<file path="config.mk">
export PLATFORM = sky130hd
export DESIGN_NAME = gf256_matrix_vector_erasure_encoder
export DESIGN_NICKNAME = d
export VERILOG_FILES = /design/src/gfmve_pkg.sv /design/src/gfmve_ram.sv /design/src/gfmve_cell.sv /design/src/gf256_matrix_vector_erasure_encoder.sv
export SDC_FILE = /design/constraint.sdc
export NUM_CORES = 2
export LEC_CHECK = 0
export ABC_CLOCK_PERIOD_IN_PS = 7600
export BUFFER_PORTS_ARGS = -buffer_cell sky130_fd_sc_hd__clkbuf_2
export CAP_MARGIN = 20
export CELL_PAD_IN_SITES_DETAIL_PLACEMENT = 1
export CELL_PAD_IN_SITES_GLOBAL_PLACEMENT = 2
export CORE_MARGIN = 2
export CORE_UTILIZATION = 51
export CTS_BUF_LIST = sky130_fd_sc_hd__clkbuf_16
export DETAILED_ROUTE_END_ITERATION = 8
export PLACE_DENSITY_LB_ADDON = 0.1
export RECOVER_POWER = 100
export SYNTH_ARGS = -nofsm -noshare
export SYNTH_HDL_FRONTEND = slang
export SYNTH_HIERARCHICAL = 1
export SYNTH_SLANG_ARGS = --single-unit
export TNS_END_PERCENT = 30
</file>
<file path="constraint.sdc">
create_clock -name clk_i -period 7.6 [get_ports clk_i]
set_input_delay 0.76 -clock clk_i [delete_from_list [all_inputs] [get_ports clk_i]]
set_output_delay 0.76 -clock clk_i [all_outputs]
set_load 0.02 [all_outputs]
</file>
<file path="src/gfmve_pkg.sv">
package gfmve_pkg;

  // Default matrix size and the most result rows a codeword can carry.
  localparam int unsigned K_MAX_DEF    = 16;
  localparam int unsigned P_MAX_DEF    = 8;
  localparam int unsigned RESULT_LIMIT = 8;

  // Width used for counts and range compares. K_MAX and P_MAX never exceed 128.
  localparam int unsigned CNT_W = 8;

  localparam logic [8:0] GF_POLY = 9'h11B;

  localparam logic       CMD_LOAD = 1'b0;
  localparam logic       CMD_DATA = 1'b1;

  localparam logic       REG_DATA_COUNT   = 1'b0;
  localparam logic       REG_PARITY_COUNT = 1'b1;

  localparam logic [4:0] DATA_COUNT_RST   = 5'd16;
  localparam logic [3:0] PARITY_COUNT_RST = 4'd8;

  // One stage of the result chain.
  typedef struct packed {
    logic       valid;
    logic [2:0] row;
    logic [7:0] value;
    logic       last;
  } res_t;

  // Control broadcast from the top level to every cell.
  typedef struct packed {
    logic       rd;     // a data byte is accepted this cycle
    logic       adv;    // the multiply stage retires its byte
    logic       done;   // that byte completes the codeword
    logic       shift;  // the result at the head of the chain is taken
    logic [3:0] p_eff;  // active row count
  } ctrl_t;

  function automatic logic [7:0] gf_mul(input logic [7:0] a, input logic [7:0] b);
    logic [7:0] x;
    logic [7:0] acc;
    x   = a;
    acc = '0;
    for (int i = 0; i < 8; i++) begin
      if (b[i]) begin
        acc = acc ^ x;
      end
      x = {x[6:0], 1'b0} ^ (x[7] ? GF_POLY[7:0] : 8'h00);
    end
    return acc;
  endfunction

endpackage

</file>
<file path="src/gfmve_ram.sv">
module gfmve_ram #(
  parameter int unsigned Width = 8,
  parameter int unsigned Depth = 16,
  localparam int unsigned AddrW = (Depth > 1) ? $clog2(Depth) : 1
) (
  input  logic             clk_i,
  input  logic             we_i,
  input  logic [AddrW-1:0] waddr_i,
  input  logic [Width-1:0] wdata_i,
  input  logic             re_i,
  input  logic [AddrW-1:0] raddr_i,
  output logic [Width-1:0] rdata_o
);

  logic [Width-1:0] mem_q [Depth];
  logic [Width-1:0] rdata_q;

  always_ff @(posedge clk_i) begin
    if (we_i) begin
      mem_q[waddr_i] <= wdata_i;
    end
    if (re_i) begin
      rdata_q <= mem_q[raddr_i];
    end
  end

  assign rdata_o = rdata_q;

endmodule

</file>
<file path="src/gfmve_cell.sv">
module gfmve_cell #(
  parameter int unsigned K_MAX = gfmve_pkg::K_MAX_DEF,
  parameter int unsigned Row   = 0,
  localparam int unsigned AddrW = (K_MAX > 1) ? $clog2(K_MAX) : 1
) (
  input  logic              clk_i,
  input  logic              rst_ni,
  input  gfmve_pkg::ctrl_t  ctrl_i,
  input  logic              wr_req_i,
  input  logic [2:0]        wr_row_i,
  input  logic [AddrW-1:0]  wr_addr_i,
  input  logic [7:0]        wr_data_i,
  input  logic [AddrW-1:0]  rd_addr_i,
  input  logic [7:0]        data_i,
  input  gfmve_pkg::res_t   next_i,
  output gfmve_pkg::res_t   res_o
);
  import gfmve_pkg::*;

  logic [7:0] coef;
  logic [7:0] acc_q, acc_d, acc_new;
  res_t       res_q, res_d;
  logic       active;
  logic       is_last;

  gfmve_ram #(
    .Width(8),
    .Depth(K_MAX)
  ) u_coef_ram (
    .clk_i  (clk_i),
    .we_i   (wr_req_i && (wr_row_i == 3'(Row))),
    .waddr_i(wr_addr_i),
    .wdata_i(wr_data_i),
    .re_i   (ctrl_i.rd),
    .raddr_i(rd_addr_i),
    .rdata_o(coef)
  );

  assign active  = 4'(Row) < ctrl_i.p_eff;
  assign is_last = 4'(Row + 1) == ctrl_i.p_eff;
  assign acc_new = active ? (acc_q ^ gf_mul(coef, data_i)) : acc_q;

  always_comb begin
    acc_d = acc_q;
    res_d = res_q;
    if (ctrl_i.adv) begin
      acc_d = ctrl_i.done ? 8'h00 : acc_new;
    end
    // A finished codeword loads the whole chain at once; the top level only
    // lets that happen once the chain has drained.
    if (ctrl_i.adv && ctrl_i.done) begin
      res_d.valid = active;
      res_d.row   = 3'(Row);
      res_d.value = acc_new;
      res_d.last  = is_last;
    end else if (ctrl_i.shift) begin
      res_d = next_i;
    end
  end

  always_ff @(posedge clk_i or negedge rst_ni) begin
    if (!rst_ni) begin
      acc_q <= '0;
      res_q <= '0;
    end else begin
      acc_q <= acc_d;
      res_q <= res_d;
    end
  end

  assign res_o = res_q;

endmodule

</file>
<file path="src/gf256_matrix_vector_erasure_encoder.sv">
// GF(2^8) matrix-vector encoder.
//
// Input channel (in_valid_i / in_stall_o): a request with cmd_i low writes
// byte_value_i as the coefficient at coef_row_i, coef_col_i; a request with
// cmd_i high is the next data byte of the column. Requests are taken one per
// cycle while in_stall_o is low. The data_count-th data byte (0 counts as 1,
// capped at K_MAX) completes the codeword. Output channel (out_valid_o /
// out_stall_i): one request per active row, from row 0 up in order,
// last_flag_o set on the final one. Results follow one per cycle while the
// receiver does not stall. Results leave through a chain of row cells that
// shifts towards row 0, so a new codeword may stream in while the previous
// one drains. A completing byte is held in the multiply stage, and in_stall_o
// raised, only while the chain still holds results of the previous codeword;
// with data_count at least parity_count and no output stall the block
// sustains one data byte per cycle. Reset clears the accumulators, the
// position and the chain and sets data_count to 16 and parity_count to 8;
// coefficients must be loaded before use. Configuration must be written over
// the APB port only while the block is idle; the block does not check this.
module gf256_matrix_vector_erasure_encoder #(
  parameter int unsigned K_MAX = gfmve_pkg::K_MAX_DEF,
  parameter int unsigned P_MAX = gfmve_pkg::P_MAX_DEF
) (
  input  logic        clk_i,
  input  logic        rst_ni,
  input  logic        in_valid_i,
  output logic        in_stall_o,
  input  logic        cmd_i,
  input  logic [2:0]  coef_row_i,
  input  logic [3:0]  coef_col_i,
  input  logic [7:0]  byte_value_i,
  output logic        out_valid_o,
  input  logic        out_stall_i,
  output logic [2:0]  row_index_o,
  output logic [7:0]  parity_byte_o,
  output logic        last_flag_o,
  input  logic        psel,
  input  logic        penable,
  input  logic        pwrite,
  input  logic [2:0]  paddr,
  input  logic [31:0] pwdata,
  output logic [31:0] prdata,
  output logic        pready
);
  import gfmve_pkg::*;

  localparam int unsigned Cells = (P_MAX < RESULT_LIMIT) ? P_MAX : RESULT_LIMIT;
  localparam int unsigned PosW  = (K_MAX > 1) ? $clog2(K_MAX) : 1;

  logic [4:0]      data_count_q;
  logic [3:0]      parity_count_q;
  logic [PosW-1:0] pos_q, pos_d;
  logic            s1_valid_q, s1_valid_d;
  logic [7:0]      s1_byte_q;
  logic            s1_last_q;

  logic [CNT_W-1:0] k_eff;
  logic [CNT_W-1:0] pos_next;
  logic [3:0]       p_eff;
  logic             accept, data_acc, load_ok, byte_last;
  logic             chain_free, hold, cfg_wr;
  ctrl_t            ctrl;
  res_t             res_a [Cells+1];

  // Active sizes: zero acts as one; counts are capped at K_MAX and Cells.
  always_comb begin
    k_eff = (data_count_q == 5'd0) ? CNT_W'(1) : CNT_W'(data_count_q);
    if (k_eff > CNT_W'(K_MAX)) begin
      k_eff = CNT_W'(K_MAX);
    end
    p_eff = (parity_count_q == 4'd0) ? 4'd1 : parity_count_q;
    if (p_eff > 4'(Cells)) begin
      p_eff = 4'(Cells);
    end
  end

  // The chain fills from row 0 upwards, so it is free next cycle when row 1
  // is empty and row 0 is empty or leaving.
  assign chain_free = !res_a[1].valid && (!res_a[0].valid || !out_stall_i);
  assign hold       = s1_valid_q && s1_last_q && !chain_free;
  assign in_stall_o = hold;
  assign accept     = in_valid_i && !in_stall_o;
  assign data_acc   = accept && (cmd_i == CMD_DATA);
  assign load_ok    = accept && (cmd_i == CMD_LOAD)
                      && (CNT_W'(coef_row_i) < CNT_W'(P_MAX))
                      && (CNT_W'(coef_col_i) < CNT_W'(K_MAX));

  assign pos_next  = CNT_W'(pos_q) + CNT_W'(1);
  assign byte_last = pos_next >= k_eff;

  always_comb begin
    pos_d      = pos_q;
    s1_valid_d = s1_valid_q;
    if (!hold) begin
      s1_valid_d = 1'b0;
    end
    if (data_acc) begin
      s1_valid_d = 1'b1;
      pos_d      = byte_last ? '0 : PosW'(pos_next);
    end
  end

  assign ctrl.rd    = data_acc;
  assign ctrl.adv   = s1_valid_q && !hold;
  assign ctrl.done  = s1_last_q;
  assign ctrl.shift = res_a[0].valid && !out_stall_i;
  assign ctrl.p_eff = p_eff;

  assign res_a[Cells] = '0;

  for (genvar r = 0; r < Cells; r++) begin : g_cell
    gfmve_cell #(
      .K_MAX(K_MAX),
      .Row  (r)
    ) u_cell (
      .clk_i    (clk_i),
      .rst_ni   (rst_ni),
      .ctrl_i   (ctrl),
      .wr_req_i (load_ok),
      .wr_row_i (coef_row_i),
      .wr_addr_i(PosW'(coef_col_i)),
      .wr_data_i(byte_value_i),
      .rd_addr_i(pos_q),
      .data_i   (s1_byte_q),
      .next_i   (res_a[r+1]),
      .res_o    (res_a[r])
    );
  end

  assign out_valid_o   = res_a[0].valid;
  assign row_index_o   = res_a[0].row;
  assign parity_byte_o = res_a[0].value;
  assign last_flag_o   = res_a[0].last;

  assign pready = 1'b1;
  assign cfg_wr = psel && penable && pwrite && pready;

  always_comb begin
    unique case (paddr[2])
      REG_DATA_COUNT:   prdata = 32'(data_count_q);
      REG_PARITY_COUNT: prdata = 32'(parity_count_q);
      default:          prdata = '0;
    endcase
  end

  always_ff @(posedge clk_i or negedge rst_ni) begin
    if (!rst_ni) begin
      data_count_q   <= DATA_COUNT_RST;
      parity_count_q <= PARITY_COUNT_RST;
      pos_q          <= '0;
      s1_valid_q     <= 1'b0;
    end else begin
      if (cfg_wr && (paddr[2] == REG_DATA_COUNT)) begin
        data_count_q <= pwdata[4:0];
      end
      if (cfg_wr && (paddr[2] == REG_PARITY_COUNT)) begin
        parity_count_q <= pwdata[3:0];
      end
      pos_q      <= pos_d;
      s1_valid_q <= s1_valid_d;
    end
  end

  always_ff @(posedge clk_i) begin
    if (data_acc) begin
      s1_byte_q <= byte_value_i;
      s1_last_q <= byte_last;
    end
  end

endmodule

</file>
; ---- After elaboration in Yosys (flattened, before gate mapping)
; Memories as Yosys holds them, arrays and structs flattened. A register that Yosys moved wholly into a read port is not among the register bits.
; Cells that the tools add are included.
[classes]
eq_ne = 16
magnitude_cmp = 11
mux = 176
bitwise_logic = 122
addsub = 1
n_reduce_logical = 31
[op_table]
columns = op, count
row1 = $xor 8x8->8, 120
row2 = $mux 8, 80
row3 = $mux 5, 58
row4 = $mux 13, 16
row5 = $pmux 32 s2, 1
row6 = $logic_and 1x1->1, 21
row7 = $mux 1, 18
row8 = $eq 3x4->1 const A, 4
row9 = $lt 3x4->1 const A, 4
row10 = $eq 3x3->1 const B, 4
row11 = $mux 4, 3
row12 = $eq 2x4->1 const A, 2
row13 = $lt 1x4->1 const A, 2
row14 = $lt 2x4->1 const A, 2
row15 = $eq 3x2->1 const B, 2
row16 = $add 4x1->5 const B, 1
row17 = $ge 5x5->1, 1
row18 = $gt 5x5->1 const B, 1
row19 = $logic_not 1->1, 5
row20 = $logic_not 5->1, 1
row21 = $eq 1x4->1 const A, 1
row22 = $eq 4x4->1 const A, 1
row23 = $gt 4x4->1 const B, 1
row24 = $logic_not 4->1, 1
row25 = 6 further kinds, 7
[word_totals]
word_cells = 411
output_inout_bits = 47
inputBits = 58
ramBits = 1024
register_bits = 191
n_memories = 8
[mem_list]
columns = name, words, width, rd, rd_ports_with_merged_regs, write_ports, line
row1 = g_cell[0].u_cell.u_coef_ram.mem_q, 16, 8, 1, 1, 1, gfmve_ram.sv:15  ; logic [Width-1:0] mem_q [Depth];
row2 = g_cell[1].u_cell.u_coef_ram.mem_q, 16, 8, 1, 1, 1, gfmve_ram.sv:15
row3 = g_cell[2].u_cell.u_coef_ram.mem_q, 16, 8, 1, 1, 1, gfmve_ram.sv:15
row4 = g_cell[3].u_cell.u_coef_ram.mem_q, 16, 8, 1, 1, 1, gfmve_ram.sv:15
row5 = g_cell[4].u_cell.u_coef_ram.mem_q, 16, 8, 1, 1, 1, gfmve_ram.sv:15
row6 = g_cell[5].u_cell.u_coef_ram.mem_q, 16, 8, 1, 1, 1, gfmve_ram.sv:15
row7 = 2 more memories, -, -, -, -, -, -

; ---- Logic depth before layout (Yosys ltp)
[depth]
word_depth = 19
depth_mapped = 10
ltp_nobuf = 9

; ---- By module
; Netlist, hierarchy kept.
[modules_own_cells]
columns = module, cells_per_inst, n_inst, seq_area_each_um2, area_per_inst_um2
row1 = gfmve_ram, 229, 8, 4083.9, 5227.5
row2 = gfmve_cell (g_cell[0].u_cell), 302, 1, 525.5, 2580.0
row3 = gfmve_cell (g_cell[3].u_cell), 305, 1, 525.5, 2563.7
row4 = gfmve_cell (g_cell[6].u_cell), 302, 1, 525.5, 2497.4
row5 = gfmve_cell (g_cell[7].u_cell), 285, 1, 525.5, 2492.4
row6 = gfmve_cell (g_cell[4].u_cell), 299, 1, 525.5, 2479.9
row7 = gfmve_cell (g_cell[1].u_cell), 287, 1, 525.5, 2448.6
row8 = gfmve_cell (g_cell[5].u_cell), 285, 1, 525.5, 2416.1
row9 = gfmve_cell (g_cell[2].u_cell), 288, 1, 525.5, 2398.6
row10 = gf256_matrix_vector_erasure_encoder, 123, 1, 623.1, 1373.8

; ---- Worst setup path after synthesis
; OpenSTA, ideal clock, no wires.
[synth_path]
kind = input to register
startpoint = in out_stall_i
endpoint = reg g_cell[0].u_cell.acc_q[3]
required_time_ns = 7.470
stages = 8
setup_slack_ns = 3.678
arrival_time_ns = 3.793
path_buffers = 1
setup_time_ns = 0.130
path_cell_list = a21o_1 -> a21boi_0 -> clkbuf_1 -> o21ai_0 -> a21oi_1 -> or3b_1 -> mux2i_1 -> nor3_1
[synth_rtl]
columns = item, line
row1 = "start, declared", gf256_matrix_vector_erasure_encoder.sv:32  ; input logic out_stall_i,
row2 = "end signal, assigned", gfmve_cell.sv:63  ; acc_q <= '0;
row3 = "end signal, assigned", gfmve_cell.sv:66  ; acc_q <= acc_d;
row4 = "end, declared", gfmve_cell.sv:21  ; logic [7:0] acc_q, acc_d, acc_new;

==> metrics.txt <==
WP depth 4; port bufs 47; ranking of synthesized cells by area edfxtp_1, dfrtp_1, mux4_2; Netlist cell types 93; TritonCTS Buffers around 140; Synth-to-Final Area Change 8.56%; Critical Path Start Type flop; CP Cell Sequence clkbuf_1 > mux4_1 > a22oi_1 > nand2_1; Compound-Gate Fraction of Synth Area under 10%; Final Max Slew Viols around 840; slowest stage delay, CP 2.03 ns; Synth Register Bits 1279; CTS clk-pin slew, worst paths approximately 0.060 ns; largest family of logic cells by synthesized area multiplexers; Crit Path Category flop to flop; initial antenna violation count 4; run status finished with violations; hpwl dp about 92000 um; final hold violations 0; nets ~4.4k; Post-DRT Antenna Nets 0; multiplexer share of the synthesized area 11.6%; Synth top area share around 52%; Routed WL per cell approximately 25 um; commonest non-fill, non-tap cell in the layout edfxtp_1; MaxCap Viol Count 17; CP endpoint kind flop; vias in the first global route roughly 37k; DIE WIDTH between 300 and 400 um; post-layout min period 5.01 ns; clock latency on the worst-skew pair 0.77 ns; critical path's slowest cell dfrtp_1; CP top delay family flip-flops; Mapped Cells 4308; Yosys warnings 6; xor/xnor share of the synthesized area between 10% and 20%; Crit Path Max Fanout 41; fillers roughly 12k; final instance area 0.0685 mm2; IO Pins ~110; DR vias around 35k; setup_tns 0 ns; Finished Layout Cells ~6.1k; WP buf/inv 1; Placed Area about 0.064 mm2; Rel. slew slack -165%; die area 0.126 mm2; failing checks max-capacitance violations, max-slew violations; clock sinks 1279; simple-gate portion of the synthesized area 9.06%; Post-synth top flop edfxtp_1; Inst Count DP 5810; worst endpoint data arrival time roughly 5.5 ns; CTS H-Tree Depth 4; register area share after synthesis between 50% and 60%; maximum VDD drop between 0.4 and 0.5 mV; largest net degree at the start of global routing around 160; Static Leakage about 24 nW; starting DRC count in detailed routing between 2k and 3k; Placer Congestion roughly 0.76; synthesized area 0.0631 mm2; Slew @ Worst Pin around 4.0 ns; fmax ~200 MHz; Min-Delay Path Class input port to flop; Synth Area in Adders less than 1%; final WL between 150000 and 200000 um; CTS root buffer clkbuf_16; Die Height 356 um; largest area contributor in the netlist edfxtp_1; Pwr Total about 27 mW; std cell rows between 100 and 150; most frequent cells in the layout edfxtp_1, nand2_1, xnor2_1, dfrtp_1, nor2_1; reg2reg path depth 4; final setup violation count 0; Max Clock Skew ~0.044 ns; vias per inst 5.85; CTS Buffer Depth 3; area of the core about 0.12 mm2; layout cells sized above 1 slightly above 10%; worst path required time between 8 and 9 ns; Initial Util about half; CTS tree done; first-pass GRT wire length between 200000 and 250000 um; Ant. Diodes 0; Pwr Density just under 400 mW/mm2; DRT Pass-1 Iters 5; DRC Markers 0; WHS Path Cells 2; R2R setup slack roughly 2.6 ns; total grt overflow 0; Post-synth EDFFs about 1.1k; post-CTS repair timing setup buffer count 0; Layout Utilization ~56%; ys async rst share 14.2%; Synth Area per Inst roughly 15 um2; Final Cycle Share between 60% and 70%; Global Route Usage Sum around a quarter; RSZ-0062 raised after global routing no
## state kept, by name, indices dropped and copies added (netlist names)
signal,cells
s1_byte_q,8
g_cell.u_cell/u_coef_ram/rdata_o,64
parity_count_q,4
pos_q,4
s1_valid_q,1
g_cell.u_cell/u_coef_ram/mem_q,1024
g_cell.u_cell/acc_q,64
data_count_q,5
s1_last_q,1
g_cell.u_cell/res_o,104
## layout make-up
cell class                      count  area, um2  share of cell area [%]
Clock buffer                      139       3480                    5.08
Clock inverter                    106        865                    1.26
Inverter                           74        283                   0.413
Multi-Input combinational cell   2694      23600                    34.4
Sequential cell                  1279      37500                    54.8
Tap cell                         1637       2050                    2.99
Timing Repair Buffer              130        723                    1.06
## what timing repair did
item                      4_1_cts  5_1_grt
hold endpoints to repair       10        0
gates resized for setup         0        0
hold buffers                    1        0
## logic make-up after synthesis
| group | Yosys count |
|---|---|
| DFF | 1279 |
| and+or+nand+nor | 1206 |
| xor gates and xnor gates | 583 |
| AOI/OAI and AO/OA | 490 |
| buffers and inverters | 374 |
| muxes | 368 |
| adders and majority gates | 6 |
| other | 2 |
## per-stage QoR
stage	setup WS [ns]	hold WS, ns
3_3_place_gp	3.36	0.488
2_1_floorplan	3.68	0.462
5_1_grt	2.09	0.221
4_1_cts	3.85	0.182
6_report	2.59	0.253
3_5_place_dp	3.52	0.488
## cells in the mapped netlist (7+ instances only)
master,n
or3_1,31
xnor2_2,10
xnor3_1,81
a22oi_1,133
clkdlybuf4s25_2,24
o21ai_0,59
o211ai_1,20
nand2b_1,62
nor2_1,172
mux4_2,144
nand3_1,45
buf_4,59
nor2b_1,112
mux4_1,112
nor3_1,49
or3b_2,9
xnor2_1,315
dfrtp_1,180
a211o_1,7
and2b_1,8
buf_2,59
xor3_1,34
and2_1,16
a21oi_1,98
xor2_2,8
a31oi_1,15
o22ai_1,31
nor3b_1,7
clkbuf_1,112
mux2_2,9
nand2_1,588
nand3b_1,49
inv_1,73
o221ai_1,9
buf_1,10
xor2_1,128
or4_1,11
mux2i_1,97
a211oi_1,67
buf_6,34
edfxtp_1,1097
## metal layers
| layer | vias up | global-route usage [%] | wire, um | part of all wire (%) |
|---|---|---|---|---|
| met3 | 190 | 3.91 | 7970 | 5.3 |
| met5 | - | 0 | 32 | 0.021 |
| met2 | 885 | 38.2 | 71900 | 48 |
| met4 | 6 | 5.86 | 2620 | 1.7 |
| li1 | 16100 | - | - | - |
| met1 | 18300 | 34.8 | 67800 | 45 |
## path summary, 6_finish.rpt
check | from | end
worst max-delay path | pos_q[0] | g_cell[3].u_cell/u_coef_ram/rdata_o[0]
worst min-delay path | pwdata[2] | data_count_q[2]
worst max register to register | pos_q[0] | g_cell[3].u_cell/u_coef_ram/rdata_o[0]
worst min register to register | g_cell[7].u_cell/res_o[11] | g_cell[7].u_cell/res_o[11]
max in group asynchronous | rst_ni | pos_q[1]
min in group asynchronous | rst_ni | g_cell[0].u_cell/res_o[10]
## report_power, final
part           internal [mW]  leakage, nW  switching [mW]
clock network           3.60         2.24            2.80
registers               8.34         12.0           0.953
logic                   5.28         10.0            5.68
total                   17.2         24.3            9.43
(Power assumes the default switching activity.)
